### src/rtl/prcc_pkg.sv
// Shared types and constants for the persistent record CRC checker.
`timescale 1ns / 1ps
`default_nettype none

package prcc_pkg;

    localparam logic [31:0] CRC_POLY     = 32'h04C1_1DB7;
    localparam logic [31:0] CRC_INIT     = 32'hFFFF_FFFF;
    localparam logic [15:0] REGION_RESET = 16'd4096;

    typedef enum logic [1:0] {
        ST_VALID    = 2'd0,
        ST_ZERO_LEN = 2'd1,
        ST_TOO_LONG = 2'd2,
        ST_CRC_BAD  = 2'd3
    } t_status;

    typedef enum logic [1:0] {
        PH_IDLE = 2'd0,
        PH_CRC  = 2'd1,
        PH_DONE = 2'd2
    } t_phase;

    typedef struct packed {
        logic        valid;
        t_status     status;
        logic [31:0] data_len;
    } t_result;

endpackage

`default_nettype wire

### src/rtl/prcc_crc32.sv
// One-word update of the MSB-first CRC-32 with polynomial 0x04C11DB7.
`timescale 1ns / 1ps
`default_nettype none

module prcc_crc32 (
    input  wire logic [31:0] i_crc,
    input  wire logic [31:0] i_word,
    output logic      [31:0] o_crc
);
    import prcc_pkg::*;

    // The bit loop flattens into a fixed XOR network over the 64 input bits.
    always_comb begin
        logic [31:0] c;
        c = i_crc ^ i_word;
        for (int b = 0; b < 32; b++) begin
            if (c[31]) begin
                c = {c[30:0], 1'b0} ^ CRC_POLY;
            end else begin
                c = {c[30:0], 1'b0};
            end
        end
        o_crc = c;
    end

endmodule

`default_nettype wire

### src/rtl/prcc_core.sv
// Record state, length check, CRC accumulation and result decision.
`timescale 1ns / 1ps
`default_nettype none

module prcc_core (
    input  wire logic                 i_clk,
    input  wire logic                 i_rst_n,
    input  wire logic                 i_en,
    input  wire logic [31:0]          i_word,
    input  wire logic                 i_start,
    input  wire logic [15:0]          i_region,
    output prcc_pkg::t_result         o_result
);
    import prcc_pkg::*;

    t_phase      r_phase,  n_phase;
    logic [31:0] r_crc,    n_crc;
    logic [15:0] r_count,  n_count;
    logic [15:0] r_target, n_target;
    logic [31:0] r_len,    n_len;

    logic [31:0] crc_in;
    logic [31:0] crc_next;
    logic [32:0] aligned;
    logic        too_long;
    logic [15:0] target;
    logic        more;

    assign crc_in   = i_start ? CRC_INIT : r_crc;
    assign aligned  = ({1'b0, i_word} + 33'd7) & ~33'd7;
    assign too_long = ({1'b0, aligned} + 34'd8) > {18'd0, i_region};
    assign target   = aligned[17:2] + 16'd1;
    assign more     = r_count < r_target;

    prcc_crc32 u_crc (
        .i_crc  (crc_in),
        .i_word (i_word),
        .o_crc  (crc_next)
    );

    always_comb begin
        n_phase  = r_phase;
        n_crc    = r_crc;
        n_count  = r_count;
        n_target = r_target;
        n_len    = r_len;
        if (i_en) begin
            if (i_start) begin
                n_len   = i_word;
                n_crc   = CRC_INIT;
                n_count = 16'd0;
                if (i_word == 32'd0 || too_long) begin
                    n_phase = PH_DONE;
                end else begin
                    n_crc    = crc_next;
                    n_count  = 16'd1;
                    n_target = target;
                    n_phase  = PH_CRC;
                end
            end else begin
                case (r_phase)
                    PH_CRC: begin
                        if (more) begin
                            n_crc   = crc_next;
                            n_count = r_count + 16'd1;
                        end else begin
                            n_phase = PH_DONE;
                        end
                    end
                    PH_IDLE, PH_DONE: begin
                        n_phase = r_phase;
                    end
                    default: begin
                        n_phase = PH_IDLE;
                    end
                endcase
            end
        end
    end

    always_comb begin
        o_result = '0;
        if (i_en) begin
            if (i_start) begin
                if (i_word == 32'd0) begin
                    o_result.valid  = 1'b1;
                    o_result.status = ST_ZERO_LEN;
                end else if (too_long) begin
                    o_result.valid  = 1'b1;
                    o_result.status = ST_TOO_LONG;
                end
            end else begin
                case (r_phase)
                    PH_CRC: begin
                        if (!more) begin
                            o_result.valid = 1'b1;
                            if (r_crc == i_word) begin
                                o_result.status   = ST_VALID;
                                o_result.data_len = r_len;
                            end else begin
                                o_result.status = ST_CRC_BAD;
                            end
                        end
                    end
                    default: begin
                        o_result.valid = 1'b0;
                    end
                endcase
            end
        end
    end

    always_ff @(posedge i_clk) begin
        if (!i_rst_n) begin
            r_phase  <= PH_IDLE;
            r_crc    <= CRC_INIT;
            r_count  <= 16'd0;
            r_target <= 16'd0;
            r_len    <= 32'd0;
        end else begin
            r_phase  <= n_phase;
            r_crc    <= n_crc;
            r_count  <= n_count;
            r_target <= n_target;
            r_len    <= n_len;
        end
    end

endmodule

`default_nettype wire

### config.mk
export PLATFORM = sky130hd
export DESIGN_NAME = prcc_core
export DESIGN_NICKNAME = d
export VERILOG_FILES = /design/src/rtl/prcc_pkg.sv /design/src/rtl/prcc_crc32.sv /design/src/rtl/prcc_core.sv
export SDC_FILE = /design/constraint.sdc
export NUM_CORES = 1
export LEC_CHECK = 0
export BUFFER_PORTS_ARGS = -buffer_cell sky130_fd_sc_hd__buf_2
export CAP_MARGIN = 20
export CORE_MARGIN = 4
export CORE_UTILIZATION = 55
export DETAILED_ROUTE_END_ITERATION = 8
export PLACE_DENSITY_LB_ADDON = 0.12
export SETUP_SLACK_MARGIN = 0.4
export SLEW_MARGIN = 20
export SYNTH_ARGS = -nofsm -noshare
export SYNTH_HDL_FRONTEND = slang
export SYNTH_SLANG_ARGS = --single-unit
### constraint.sdc
create_clock -name i_clk -period 19.9 [get_ports i_clk]
set_input_delay 3.98 -clock i_clk [delete_from_list [all_inputs] [get_ports i_clk]]
set_output_delay 3.98 -clock i_clk [all_outputs]
set_load 0.01 [all_outputs]
# Word-level counts from Yosys, hierarchy flattened
# Index checks and enable logic that the tools add are counted.
# Widths: inputs -> output; s select.
# totals
inputBits	52
wordCells	115
out_inout_bits	35
reg_bits	98
# op_classes
bitwise_logic	34
n_mux	55
add_sub_neg	4
eq_ne	5
reduce_logical	10
magnitude_cmp	2
# ops
cell	count
$mux 27	32
$not 14->14	32
$mux 32	7
$mux 35	2
$mux 16	3
$add 33x4->34 const B	1
$gt 34x16->1	1
$mux 34	1
$add 32x3->33 const B	1
$add 16x1->16 const B	2
$eq 32x32->1	1
$logic_not 32->1	1
$xor 32x32->32	1
$lt 16x16->1	1
$mux 3	3
$reduce_and 3->1	3
$mux 2	4
$pmux 2 s2	1
$reduce_bool 2->1	2
$ne 3x3->1 const B	1
$eq 2x1->1 const B	1
$eq 2x2->1 const B	1
$logic_not 2->1	1
$mux 1	2
other kinds (5)	5

# Longest topological paths before layout
# logic_depth
word_depth	69
depth_mapped	25
mapped_depth_nobuf	21

# Cells and area by module
# Synthesis repeated with hierarchy kept, for this count alone.
# hier_totals
hier_cells	1179
hier_area_um2	10720.3
# modules_own_cells
module	area_per_inst_um2	n_inst	cells_each	seq_area_each_um2
prcc_core	7048.0	1	924	1961.9
prcc_crc32	3672.3	1	255	0.0

# Worst setup path before layout
# Ideal clock, no wire load.
# synth_path
path_type	input to output
startpoint	input port i_word[0]
endpoint	output port o_result[34] (netlist bit)
t_arrival_ns	8.681
required_time_ns	15.920
setup_slack_ns	7.239
n_path_buf	3
cell_stages	21
path_cell_list	buf_4 -> o31ai_2 -> buf_4 -> xnor2_1 -> ha_1 -> inv_1 -> a2111oi_2 -> or4b_1 -> clkbuf_1 -> xnor2_1 -> ha_1 -> nand4_1 -> or4_1 -> a222oi_1 -> o311a_1 -> o21ai_0 -> a2111oi_0 -> nand4_1 -> nor3_2 -> o21bai_1 -> inv_1
# synth_lines
element	line	source
start, declared	prcc_core.sv:9	input wire logic [31:0] i_word,
end, declared	prcc_core.sv:12	output prcc_pkg::t_result o_result

==> results.sh <==
export IMPL_gr_total_overflow=0
export IMPL_synth_flop_cell="dfxtp_1"
export IMPL_n_antenna_cell=0
export IMPL_wirelength_mm=26.86
export IMPL_fin_cells=1416
export IMPL_antenna_left=0
export IMPL_cts_hold_buf=0
export IMPL_syn_avg_cell_area_sq_um=8.310
export IMPL_fmax_ghz=0.07279
export IMPL_grt_pass1_wl_mm=42.68
export IMPL_ioPinCount=87
export IMPL_die_w_um=140.3
export IMPL_yosysUniqueCellTypes=74
export IMPL_cts_root_buf="clkbuf_16"
export IMPL_port_buffer_count=86
export IMPL_multi_input_area_sq_mm=0.007124
export IMPL_wl_met3_mm=1.785
export IMPL_cts_tree="done"
export IMPL_synth_seq_area_share_pct=20.37
export IMPL_first_global_vias=7614
export IMPL_crit_required_ns=15.92
export IMPL_synth_common_cells="xnor2_1 (224), nand2_1 (108), dfxtp_1 (98), xor2_1 (87), nor2_1 (86)"
export IMPL_maxCapViolCount=0
export IMPL_yosysMostFrequentCell="xnor2_1"
export IMPL_via_per_inst=5.681
export IMPL_die_h_um=140.3
export IMPL_synthCells=1159
export IMPL_area_growth_pct=7.184
export IMPL_hold_class="flip-flop to flip-flop"
export IMPL_clk_pin_slew_worst_paths_ns=0.08
export IMPL_yosysTopAreaCellShare_pct=20.37
export IMPL_dr_wl_met2_mm=12.55
export IMPL_regArea_sq_mm=0.001962
export IMPL_cts_setup_buffers=0
export IMPL_grt_usage_pct=27.30
export IMPL_synth_edf_count=0
export IMPL_critPathCaptureType="output port"
export IMPL_skew_ns=0.01527
export IMPL_hold_ws_ns=0.4496
export IMPL_grt_start_max_net_pins=55
export IMPL_wl_per_cell_um=18.97
export IMPL_wl_met1_mm=12.10
export IMPL_core_area_sq_mm=0.01724
export IMPL_drc=0
export IMPL_drv_slew=0
export IMPL_finish_instance_area_sq_mm=0.01032
export IMPL_htreeDepth=3
export IMPL_synth_warnings=0
export IMPL_nNetsFinal=1268
export IMPL_netlist_area_sq_mm=0.009632
export IMPL_synth_nets=1241
export IMPL_place_gp_congestion=0.9356
export IMPL_top_layer_used="met4"
export IMPL_drt_iter0_markers=765
export IMPL_ys_ff_latch=98
export IMPL_die_area_sq_mm=0.01969
export IMPL_clock_latency_ns=0.37
export IMPL_dp_hpwl_mm=20.71
export IMPL_tightest_slew_ns=1.044
export IMPL_crit_type="primary input to output port"
export IMPL_drive_gt1_share_pct=12.51
export IMPL_rows=48
export IMPL_cts_made_buffers=9
export IMPL_via_count=8044
export IMPL_filler_cell_count=1601
export IMPL_crit_fanout=11
export IMPL_min_period_ns=13.74
export IMPL_numClockSinks=98
export IMPL_startpoint_type="primary input"
export IMPL_initial_core_util_pct=55.88
export IMPL_ys_top_cells_by_area="dfxtp_1 (20%), xnor2_1 (20%), xor2_1 (7.9%)"
export IMPL_finalSetupTns_ns=0
export IMPL_cp_arrival_ns=9.76
export IMPL_clockBufferDepth=2
export IMPL_dr_pass1_iters=5
export IMPL_grt_setup_unrepaired="no"
export IMPL_setup_viol=0
export IMPL_status="finished, final reports clean"
export IMPL_synthArstFlopShare_pct=0
export IMPL_dpl_cell_area_sq_mm=0.01002
export IMPL_slew_headroom_pct=30.38
export IMPL_yosysTopAreaCell="dfxtp_1"
export IMPL_finalHoldViolCount=0
export IMPL_period_share_pct=69.04
export IMPL_place_inst=1400
export IMPL_cts_resized=0
export IMPL_antenna_found_initial=0
==> cell families after synthesis <==
group	Yosys count	synth area share, %
compound gates	181	12.63
xor+xnor	354	37.70
fa+ha+maj	31	4.001
buf+inv	124	5.664
flops	98	20.37
mux	11	1.182
simple gates	360	18.46
==> final timing paths <==
| path | startpoint | endpoint | slack, ns | cells past startpoint |
|---|---|---|---|---|
| setup / recovery | i_word[0] | o_result[34] | 6.16 | 20 |
| hold reg to reg | r_len[1] | r_len[1] | 0.45 | 2 |
| hold / removal | r_len[1] | r_len[1] | 0.45 | 2 |
| setup reg to reg | r_crc[31] | r_crc[5] | 15.37 | 12 |
==> registers in the layout (all words and copies together), names as in the netlist <==
| signal | count |
|---|---|
| r_len | 32 |
| r_crc | 32 |
| r_phase | 2 |
| r_target | 16 |
| r_count | 16 |
==> area by class of cell <==
type | count | area share, %
clock buffers | 9 | 2.182
clock inverters | 7 | 0.7635
inverters | 49 | 1.782
multi-input cells | 937 | 69.01
flip-flops and latches | 98 | 19.00
well taps | 225 | 2.727
repair buffers | 91 | 4.533
==> routing by layer <==
| layer | track usage, % | vias to the layer above |
|---|---|---|
| met5 | 0 | - |
| met4 | 5.762 | 0 |
| met3 | 4.199 | 32 |
| met2 | 44.88 | 273 |
| met1 | 38.08 | 3786 |
| li1 | - | 3953 |
==> placed cells by master, fill, tap and decap left out, types with 4 or more instances in the layout <==
| master | netlist | layout |
|---|---|---|
| o22a_1 | 15 | 15 |
| xor3_1 | 4 | 4 |
| xor2_1 | 87 | 87 |
| o21ai_0 | 32 | 32 |
| xnor2_1 | 224 | 224 |
| inv_1 | 48 | 48 |
| nor2b_1 | 8 | 8 |
| nor3_1 | 14 | 14 |
| a211oi_1 | 10 | 10 |
| nand3_1 | 15 | 15 |
| o22ai_1 | 11 | 11 |
| or3_1 | 10 | 10 |
| and2_1 | 36 | 36 |
| nand4_1 | 20 | 20 |
| and3_1 | 15 | 15 |
| nor4_1 | 19 | 19 |
| o211ai_1 | 7 | 7 |
| dfxtp_1 | 98 | 98 |
| o21a_1 | 5 | 5 |
| nor2_1 | 86 | 86 |
| and4_1 | 4 | 4 |
| xnor2_4 | 6 | 6 |
| nand2_1 | 108 | 108 |
| clkbuf_16 | 0 | 9 |
| ha_1 | 30 | 30 |
| or2_2 | 4 | 4 |
| xnor2_2 | 13 | 13 |
| or4_1 | 6 | 6 |
| a21o_1 | 10 | 10 |
| buf_4 | 5 | 5 |
| o31ai_1 | 6 | 6 |
| a21oi_1 | 54 | 54 |
| xnor3_1 | 15 | 15 |
| mux2i_1 | 8 | 8 |
| buf_2 | 25 | 86 |
| nand2b_1 | 5 | 5 |
==> critical path: stages <==
cell and delay [ns]:
buf_2 0.15, o31ai_2 0.73, xnor2_1 0.22, ha_1 0.22, inv_1 0.07, a2111oi_2 0.51
or4b_1 0.61, xnor2_1 0.18, ha_1 0.30, nand4_1 0.12, or4_1 0.58, a222oi_1 0.33
o311a_1 0.23, o21ai_0 0.09, a2111oi_0 0.37, nand4_1 0.36, nor3_2 0.32, o21bai_1 0.18
inv_1 0.06, buf_2 0.14
==> stage by stage <==
step | utilization [%] | worst slack, ns
after floorplan | - | 7.239
after global placement | 58.13 | 6.374
after detailed placement | 58.13 | 6.232
after CTS | 59.89 | 6.227
after global routing | 59.89 | 5.622
final | 59.89 | 6.162
Power is not shown: default switching activity piles up to over one toggle a cycle in this logic, so the estimate is an artifact.
